`config.mk`:
```
export PLATFORM = sky130hd
export DESIGN_NAME = fir_filter_q15_bank_select
export DESIGN_NICKNAME = d
export VERILOG_FILES = /design/src/design/fqbs_pkg.sv /design/src/design/fqbs_window.sv /design/src/design/fqbs_scale.sv /design/src/design/fir_filter_q15_bank_select.sv
export SDC_FILE = /design/constraint.sdc
export NUM_CORES = 1
export LEC_CHECK = 0
export BUFFER_PORTS_ARGS = -buffer_cell sky130_fd_sc_hd__buf_2
export CAP_MARGIN = 30
export CORE_UTILIZATION = 60
export DETAILED_ROUTE_END_ITERATION = 16
export PLACE_DENSITY = 0.81
export SYNTH_ARGS = -nofsm -noshare
export SYNTH_HDL_FRONTEND = slang
export SYNTH_SLANG_ARGS = --single-unit
```
`constraint.sdc`:
```
create_clock -name aclk -period 16.65 [get_ports aclk]
set_input_delay 3.33 -clock aclk [delete_from_list [all_inputs] [get_ports aclk]]
set_output_delay 3.33 -clock aclk [all_outputs]
set_load 0.01 [all_outputs]
```
`src/design/fqbs_pkg.sv`:
```
// ----------------------------------------------------------------------------
// fqbs_pkg
// Types, constants and coefficient banks for the Q15 FIR with bank select.
// ----------------------------------------------------------------------------
`timescale 1ns / 1ps

package fqbs_pkg;

    localparam int SAMPLE_W = 16;
    localparam int COEF_W   = 16;
    localparam int RATE_W   = 18;
    localparam int CFG_IDX_W = 2;

    // Taps that carry a nonzero coefficient in any bank.
    localparam int BANK_LEN = 5;
    // Sum of up to BANK_LEN samples needs three extra bits.
    localparam int SUM_W    = SAMPLE_W + 3;
    localparam int PROD_W   = SUM_W + COEF_W;
    localparam int Q_SHIFT  = 15;

    localparam logic [RATE_W-1:0] RATE_48K = 18'd48000;

    localparam logic signed [COEF_W-1:0] COEF_PASS = 16'sd32767;
    localparam logic signed [COEF_W-1:0] COEF_48K  = 16'sd3000;
    localparam logic signed [COEF_W-1:0] COEF_44K  = 16'sd3276;

    typedef logic [1:0] bank_t;
    localparam bank_t BANK_PASS = 2'd0;
    localparam bank_t BANK_44K  = 2'd1;
    localparam bank_t BANK_48K  = 2'd2;

    typedef logic [CFG_IDX_W-1:0] cfg_idx_t;
    localparam cfg_idx_t REG_ANC_ENABLE = 2'd0;
    localparam cfg_idx_t REG_SAMPLE_RATE = 2'd1;

    // Stage 1 payload: windowed sample sum, current sample and bank.
    typedef struct packed {
        logic signed [SUM_W-1:0]    tap_sum;
        logic signed [SAMPLE_W-1:0] sample;
        bank_t                      bank;
    } win_t;

    function automatic logic signed [COEF_W-1:0] coef_of(input bank_t bank);
        logic signed [COEF_W-1:0] coef;
        unique case (bank)
            BANK_PASS: coef = COEF_PASS;
            BANK_44K:  coef = COEF_44K;
            BANK_48K:  coef = COEF_48K;
            default:   coef = '0;
        endcase
        return coef;
    endfunction

endpackage

```
`src/design/fqbs_window.sv`:
```
// ----------------------------------------------------------------------------
// fqbs_window
// History line of recent samples and the sum over the nonzero taps, registered.
// ----------------------------------------------------------------------------
`timescale 1ns / 1ps

module fqbs_window #(
    parameter int TAP_COUNT = 64
) (
    input  logic                                 aclk,
    input  logic                                 aresetn,
    input  logic                                 load,
    input  logic signed [fqbs_pkg::SAMPLE_W-1:0] sample_in,
    input  logic                                 first_of_block,
    input  fqbs_pkg::bank_t                      bank,
    output fqbs_pkg::win_t                       win
);

    // Only the leading taps have nonzero coefficients in any bank, so the
    // history keeps just the samples those taps read.
    localparam int TAP_USED   = (TAP_COUNT < fqbs_pkg::BANK_LEN) ?
                                TAP_COUNT : fqbs_pkg::BANK_LEN;
    localparam int HIST_DEPTH = TAP_USED - 1;

    logic signed [fqbs_pkg::SUM_W-1:0] sum_next;
    fqbs_pkg::win_t                    win_reg;

    generate
        if (HIST_DEPTH > 0) begin : g_hist
            logic signed [fqbs_pkg::SAMPLE_W-1:0] hist_reg  [HIST_DEPTH];
            logic signed [fqbs_pkg::SAMPLE_W-1:0] hist_next [HIST_DEPTH];

            // A block start treats all older samples as zero.
            always_comb begin
                sum_next = fqbs_pkg::SUM_W'(sample_in);
                for (int j = 0; j < HIST_DEPTH; j++) begin
                    if (!first_of_block) begin
                        sum_next = sum_next + fqbs_pkg::SUM_W'(hist_reg[j]);
                    end
                end
            end

            always_comb begin
                hist_next[0] = sample_in;
                for (int k = 1; k < HIST_DEPTH; k++) begin
                    hist_next[k] = first_of_block ? '0 : hist_reg[k-1];
                end
            end

            always_ff @(posedge aclk) begin
                if (!aresetn) begin
                    for (int k = 0; k < HIST_DEPTH; k++) begin
                        hist_reg[k] <= '0;
                    end
                end else if (load) begin
                    for (int k = 0; k < HIST_DEPTH; k++) begin
                        hist_reg[k] <= hist_next[k];
                    end
                end
            end
        end else begin : g_nohist
            assign sum_next = fqbs_pkg::SUM_W'(sample_in);
        end
    endgenerate

    always_ff @(posedge aclk) begin
        if (load) begin
            win_reg.tap_sum <= sum_next;
            win_reg.sample  <= sample_in;
            win_reg.bank    <= bank;
        end
    end

    assign win = win_reg;

endmodule

```
`src/design/fqbs_scale.sv`:
```
// ----------------------------------------------------------------------------
// fqbs_scale
// Coefficient lookup and the single registered multiply of the filter.
// ----------------------------------------------------------------------------
`timescale 1ns / 1ps

module fqbs_scale (
    input  logic                                aclk,
    input  logic                                load,
    input  fqbs_pkg::win_t                      win,
    output logic signed [fqbs_pkg::PROD_W-1:0]  prod
);

    logic signed [fqbs_pkg::SUM_W-1:0]  operand;
    logic signed [fqbs_pkg::COEF_W-1:0] coef;
    logic signed [fqbs_pkg::PROD_W-1:0] prod_next;
    logic signed [fqbs_pkg::PROD_W-1:0] prod_reg;

    // The noise-cancelling banks share one coefficient over all their taps,
    // so the window sum is scaled once. The passthrough bank uses tap 0 only.
    always_comb begin
        if (win.bank == fqbs_pkg::BANK_PASS) begin
            operand = fqbs_pkg::SUM_W'(win.sample);
        end else begin
            operand = win.tap_sum;
        end
        coef      = fqbs_pkg::coef_of(win.bank);
        prod_next = fqbs_pkg::PROD_W'(operand) * fqbs_pkg::PROD_W'(coef);
    end

    always_ff @(posedge aclk) begin
        if (load) begin
            prod_reg <= prod_next;
        end
    end

    assign prod = prod_reg;

endmodule

```
`src/design/fir_filter_q15_bank_select.sv`:
```
// Each accepted input beat passes the window sum, product and output registers in order.
// Throughput: one sample per cycle while m_ready holds, set by the three-stage pipeline
// (window sum, multiply, output register) with per-stage bubble collapsing.
// Reset clears the sample history, all valid flags, and restores
// anc_enable to 0 and sample_rate_hz to 44100.
// ----------------------------------------------------------------------------
// fir_filter_q15_bank_select
// Q15 FIR filter whose coefficient bank is chosen by ANC enable and rate.
// ----------------------------------------------------------------------------
`timescale 1ns / 1ps

module fir_filter_q15_bank_select #(
    parameter int TAP_COUNT = 64
) (
    input  logic                                   aclk,
    input  logic                                   aresetn,

    input  logic                                   cfg_valid,
    output logic                                   cfg_ready,
    input  logic [fqbs_pkg::CFG_IDX_W-1:0]         cfg_index,
    input  logic [fqbs_pkg::RATE_W-1:0]            cfg_data,

    input  logic                                   s_valid,
    output logic                                   s_ready,
    input  logic signed [fqbs_pkg::SAMPLE_W-1:0]   s_sample_in,
    input  logic                                   s_first_of_block,

    output logic                                   m_valid,
    input  logic                                   m_ready,
    output logic signed [fqbs_pkg::SAMPLE_W-1:0]   m_sample_out
);

    logic                                  anc_enable_reg;
    logic [fqbs_pkg::RATE_W-1:0]           sample_rate_reg;
    fqbs_pkg::bank_t                       bank_sel;

    logic                                  v1_reg, v1_next;
    logic                                  v2_reg, v2_next;
    logic                                  vo_reg, vo_next;
    logic                                  accept, load2, load_o, en1, en2;

    fqbs_pkg::win_t                        win;
    logic signed [fqbs_pkg::PROD_W-1:0]    prod;
    logic signed [fqbs_pkg::SAMPLE_W-1:0]  sample_out_reg;

    // Configuration writes are always taken; unknown indexes are dropped.
    assign cfg_ready = 1'b1;

    always_ff @(posedge aclk) begin
        if (!aresetn) begin
            anc_enable_reg  <= 1'b0;
            sample_rate_reg <= 18'd44100;
        end else if (cfg_valid && cfg_ready) begin
            if (cfg_index == fqbs_pkg::REG_ANC_ENABLE) begin
                anc_enable_reg <= cfg_data[0];
            end else if (cfg_index == fqbs_pkg::REG_SAMPLE_RATE) begin
                sample_rate_reg <= cfg_data;
            end
        end
    end

    always_comb begin
        if (!anc_enable_reg) begin
            bank_sel = fqbs_pkg::BANK_PASS;
        end else if (sample_rate_reg == fqbs_pkg::RATE_48K) begin
            bank_sel = fqbs_pkg::BANK_48K;
        end else begin
            bank_sel = fqbs_pkg::BANK_44K;
        end
    end

    // Each stage moves forward when the stage after it is empty or moving.
    always_comb begin
        load_o  = v2_reg && (!vo_reg || m_ready);
        en2     = !v2_reg || load_o;
        load2   = v1_reg && en2;
        en1     = !v1_reg || load2;
        accept  = s_valid && en1;

        v1_next = accept ? 1'b1 : (load2 ? 1'b0 : v1_reg);
        v2_next = load2 ? 1'b1 : (load_o ? 1'b0 : v2_reg);
        vo_next = load_o || (vo_reg && !m_ready);
    end

    assign s_ready = en1;

    always_ff @(posedge aclk) begin
        if (!aresetn) begin
            v1_reg <= 1'b0;
            v2_reg <= 1'b0;
            vo_reg <= 1'b0;
        end else begin
            v1_reg <= v1_next;
            v2_reg <= v2_next;
            vo_reg <= vo_next;
        end
    end

    fqbs_window #(
        .TAP_COUNT(TAP_COUNT)
    ) u_window (
        .aclk           (aclk),
        .aresetn        (aresetn),
        .load           (accept),
        .sample_in      (s_sample_in),
        .first_of_block (s_first_of_block),
        .bank           (bank_sel),
        .win            (win)
    );

    fqbs_scale u_scale (
        .aclk (aclk),
        .load (load2),
        .win  (win),
        .prod (prod)
    );

    // Output is the product shifted right by Q_SHIFT, low 16 bits kept.
    always_ff @(posedge aclk) begin
        if (load_o) begin
            sample_out_reg <= prod[fqbs_pkg::Q_SHIFT +: fqbs_pkg::SAMPLE_W];
        end
    end

    assign m_valid      = vo_reg;
    assign m_sample_out = sample_out_reg;

endmodule
```
# After elaboration in Yosys (flattened, before gate mapping)

Memories as Yosys holds them, arrays and structs flattened.
Cells that the tools add are included.

Add/sub/neg operators: 4
Multipliers: 1
Eq/ne operators: 4
Muxes and demuxes: 22
Bitwise operators: 5
Reduce and logical (&&, ||, !) cells: 18

Operators by type and width:

| kind                                                  | number |
|---|---|
| 2-to-1 mux 16 bit                                     | 7 |
| 2-to-1 mux 19 bit                                     | 5 |
| adder 19 x 16 -> 19 bit                               | 3 |
| case mux 15 bit (3 select lines)                      | 1 |
| multiplier 19 x 16 -> 31 bit                          | 1 |
| equality test 18 x 16 -> 1 bit, second input constant | 1 |
| adder 16 x 16 -> 17 bit                               | 1 |
| 2-to-1 mux 1 bit                                      | 8 |
| equality test 2 x 1 -> 1 bit, second input constant   | 2 |
| logical AND 1 bit                                     | 4 |
| zero test 1 bit                                       | 4 |
| zero test 2 bit                                       | 2 |
| logical OR 1 bit                                      | 4 |
| OR 1 bit                                              | 4 |
| nonzero test 2 bit                                    | 2 |
| AND reduction 3 bit                                   | 1 |
| equality test 2 bit, second input constant            | 1 |
| 2-to-1 mux 2 bit                                      | 1 |
| AND reduction 2 bit                                   | 1 |
| inverter 1 bit                                        | 1 |

Bits in registers: 106
RAM bits: 64
Input bits: 42
Output and inout bits: 19
Logic and storage cells: 65
Memories kept: 1

Memories:

| name                     | words | width | read ports | clocked after Yosys merged registers in | write ports | line              | source |
|---|---|---|---|---|---|---|---|
| u_window.g_hist.hist_reg | 4     | 16    | 4          | 0                                       | 4           | fqbs_window.sv:30 | `logic signed [fqbs_pkg::SAMPLE_W-1:0] hist_reg [HIST_DEPTH];` |

# Depth between registers and ports, before layout

Word-level depth: 11
Gate-level depth with buffers: 35
Mapped depth without buffers: 35

# By module

A second synthesis with hierarchy kept.

Cell total of the unflattened synthesis: 2,031
Area total of the unflattened synthesis: 20,098.0 sq um

Modules (own cells, without submodules):

| module                     | times used | cells an instance | area an instance (sq um) | seq. area each (sq um) |
|---|---|---|---|---|
| fqbs_scale                 | 1          | 1,217             | 11,602.4                 | 1,051.0 |
| fqbs_window                | 1          | 691               | 7,091.8                  | 3,032.9 |
| fir_filter_q15_bank_select | 1          | 123               | 1,403.8                  | 920.9 |

# Least setup slack after synthesis

OpenSTA, ideal clock, no wires.

Path type: input to register
From: in s_sample_in[0] (netlist bit)
To: reg u_window.win_reg, in the netlist u_window.win[36] (data pin)
Library setup time: 254 ps
Arrival: 9,121 ps
Required time: 16,396 ps
Setup slack: 7,275 ps
Stages on the path: 34
Path buffers: 0
Cells stage by stage: ha_1 inv_1 fa_1 nor2b_1 o21ai_0 a21boi_0 o21ai_0 a21boi_0 o21ai_0 nand2b_1 xnor2_1 o21ai_0 ha_1 a21oi_1 nor2b_1 a41oi_1 o31ai_1 o41ai_1 o21ai_0 o21a_1 o31ai_1 ha_1 nand2_1 nor2_1 a21oi_1 o31ai_1 nor2_1 xor2_1 o21ai_0 ha_1 or3_1 o31ai_1 xnor3_1 o21a_1

Word-level cells in the longest chain between the ends: 8

RTL lines:

| element                         | line                             | source |
|---|---|---|
| start: declaration              | fir_filter_q15_bank_select.sv:25 | `input logic signed [fqbs_pkg::SAMPLE_W-1:0] s_sample_in,` |
| adder 16 x 16 -> 17 bit         | fqbs_window.sv:38                | `sum_next = sum_next + fqbs_pkg::SUM_W'(hist_reg[j]);` |
| 2-to-1 mux 19 bit (*)           | fqbs_window.sv:37                | `if (!first_of_block) begin` |
| adder 19 x 16 -> 19 bit         | fqbs_window.sv:38                |  |
| 2-to-1 mux 19 bit (*)           | fqbs_window.sv:37                |  |
| adder 19 x 16 -> 19 bit         | fqbs_window.sv:38                |  |
| 2-to-1 mux 19 bit (*)           | fqbs_window.sv:37                |  |
| adder 19 x 16 -> 19 bit         | fqbs_window.sv:38                |  |
| 2-to-1 mux 19 bit (*)           | fqbs_window.sv:37                |  |
| via u_window.sum_next (one bit) | fqbs_window.sv:25                | `logic signed [fqbs_pkg::SUM_W-1:0] sum_next;` |
| end: declaration                | fqbs_window.sv:26                | `fqbs_pkg::win_t win_reg;` |

The timed path passes the listed nets; every way through them passes the cells marked *.
A chain may end at the register's enable or synchronous reset.

# Worst setup path in the final report

Same ends and word-level chain as after synthesis.

==> qor.csv <==
metric,value,unit
cts_hold_buffers,0,
path_delay_family,compound AO/OA/AOI/OAI gates,
setup_tns,0,ns
via_count,12110,
grt_usage,26.2,%
synthTopCellsByArea,"fa_1 (29%), edfxtp_1 (23%), ha_1 (11%), inv_1 (7.4%), o21ai_0 (2.6%)",
hold_start,u_scale.prod[27]$_DFFE_PP_,
cp-end-kind,flop,
io_pins,61,
cap_viol_max_count,0,
syn_area_per_cell,10.3,µm²
dr.pass1.iters,5,
crit_arrival,10.29,ns
clk_latency,0.44,ns
layout-drive-gt1-share,6.56,%
fin_nets,2204,
synth_top_area_share,29.3,%
synth_edf_count,133,
place_hpwl,29.5,mm
clock-sinks,155,
critical_path_class,in -> reg,
rows,62,
slew_viol_final,0,
portBuffers,59,
vias_per_cell,5.62,
ys_seq_area_share,25.3,%
start_util,61.0,%
place_congestion,0.938,
core_region_area,28700,µm²
regToRegEndpoint,u_scale.prod[30]$_DFFE_PP_,
ys_seq_elements,155,
yosysUniqueCellTypes,63,
detail_route.iter0.violations,941,
yosys.area.top_type,fa_1,
wl,36.9,mm
worst-path-buf-inv,2,
grt_max_degree,65,
htree_levels,4,
worstPathRequired,16.84,ns
synth_area,17500,µm²
cts_tree,yes,
reg2reg_from,u_window.win[0]$_SDFFCE_PN0P_,
max_stage_delay,0.44,ns
fp.dieH,173,µm
antenna_found_initial,0,
synth_async_sr_flop_share,0,%
cp_common_cell,o21ai_0,
die_area,29900,µm²
r2r_setup_slack,8.65,ns
syn_inst,1709,
cts_resized,0,
skew,0.0151,ns
hold_viol_final,0,
clk_path_buf_depth,2,
final_cell_mix,"inv_1 (345), fa_1 (256), ha_1 (150)",
min_to,m_sample_out[12]$_DFFE_PP_,
drc,0,
largest_reg_flops,64,
wl_per_cell,17.1,µm
relSlewSlack,42.1,%
timing.fmax,99.1,MHz
area_growth,7.48,%
synth_nets,2157,
period_share,60.6,%
ant_nets,0,
synth_warnings,0,
cts_setup_buffers,0,
die_w,173,µm
worstSetupStartpointType,input port,
min_delay_path_depth,0,
rsz0062_at_grt,no,
clk_pin_slew_worst_paths,0.07,ns
cp_slowest_cell,xnor3_1,
final_common_cell,inv_1,
grt_pass1_wl,62.7,mm
hold_class,reg -> reg,
status,finished clean,
critPathMaxFanout,4,
cts_made_buffers,17,
reg2reg_depth,23,
cts_root_buf,clkbuf_16,
yosys_most_used_dff,edfxtp_1,
antenna_cells,0,
setup_violations,0,
min_period,10.09,ns
worst_pin_slew,0.859,ns
gr-total-overflow,0,
first_global_vias,13048,
[metal layers]
layer / routed length, µm / track usage [%] / up-vias
met2: 18800 / 46.1 / 321
met5: 0 / 0 / -
met4: 577 / 6.56 / 0
li1: - / - / 5717
met3: 1710 / 4.24 / 55
met1: 15800 / 33.8 / 6017
[how the worst max path moves through the flow]
stage	start	endpoint	slack, ns	cells past startpoint
after floorplan	s_sample_in[0]	u_window.win[36]$_DFFE_PP_	7.27	34
after global placement	s_sample_in[0]	u_window.win[36]$_DFFE_PP_	6.46	35
after detailed placement	s_sample_in[0]	u_window.win[36]$_DFFE_PP_	6.23	35
after CTS	s_sample_in[0]	u_window.win[36]$_DFFE_PP_	6.65	35
after global routing	s_sample_in[0]	u_window.win[36]$_DFFE_PP_	5.94	35
final	s_sample_in[0]	u_window.win[36]$_DFFE_PP_	6.56	35
[through the flow]
step | worst slack (ns) | utilization [%] | instance area, µm² | std cells | hold WS, ns
2_1_floorplan | 7.27 | - | 17500 | 1709 | 0.400
3_5_place_dp | 6.23 | 63.5 | 18200 | 2121 | 0.405
3_3_place_gp | 6.46 | 63.5 | 18200 | 2121 | 0.401
6_report | 6.56 | 65.6 | 18800 | 2153 | 0.419
4_1_cts | 6.65 | 65.6 | 18800 | 2153 | 0.420
5_1_grt | 5.94 | 65.6 | 18800 | 2153 | 0.427
[worst register-to-register path, stage by stage, from the launching register on]
cell and delay (ns):
edfxtp_1 0.37, buf_4 0.30, nand2b_1 0.29, a21oi_1 0.61, inv_1 0.25, fa_1 0.54
inv_1 0.06, fa_1 0.50, fa_1 0.53, inv_1 0.06, fa_1 0.55, fa_1 0.42
fa_1 0.49, inv_1 0.04, ha_1 0.31, a21oi_1 0.21, o211ai_1 0.17, a211o_1 0.27
nor4_1 0.52, nor3_1 0.20, nor3_1 0.44, o211ai_1 0.22, a31oi_1 0.29, xnor2_1 0.11
[logic make-up after synthesis]
family          after synthesis  synth area share (%)
other cells                   1                0.0214
mux                          32                  1.84
fa+ha+maj                   406                  40.0
flops                       155                  25.3
xor+xnor                     79                  4.03
buf+inv                     388                  8.33
simple gates                366                  10.1
compound gates              282                  10.4
[final cells by class]
| class | count | area [µm²] |
|---|---|---|
| Clock buffer | 19 | 475 |
| Clock inverter | 13 | 116 |
| Timing Repair Buffer | 71 | 385 |
| Multi-Input combinational cell | 1166 | 11600 |
| Tap cell | 384 | 480 |
| Fill cell | 2225 | 9870 |
| Sequential cell | 155 | 4430 |
| Inverter | 345 | 1290 |
[cells in the mapped netlist, types with 11 or more instances]
| cell | n |
|---|---|
| a21boi_0 | 19 |
| a21o_1 | 22 |
| a21oi_1 | 59 |
| and3_1 | 67 |
| clkbuf_1 | 36 |
| dfxtp_1 | 22 |
| edfxtp_1 | 133 |
| fa_1 | 256 |
| ha_1 | 150 |
| inv_1 | 345 |
| mux2i_1 | 31 |
| nand2_1 | 110 |
| nand2b_1 | 13 |
| nand3_1 | 18 |
| nor2_1 | 90 |
| nor2b_1 | 11 |
| nor3_1 | 18 |
| o21a_1 | 15 |
| o21ai_0 | 90 |
| o31ai_1 | 14 |
| xnor2_1 | 44 |
| xor2_1 | 34 |
Power is not shown: default switching activity piles up to over one toggle a cycle in this logic, so the estimate is an artifact.
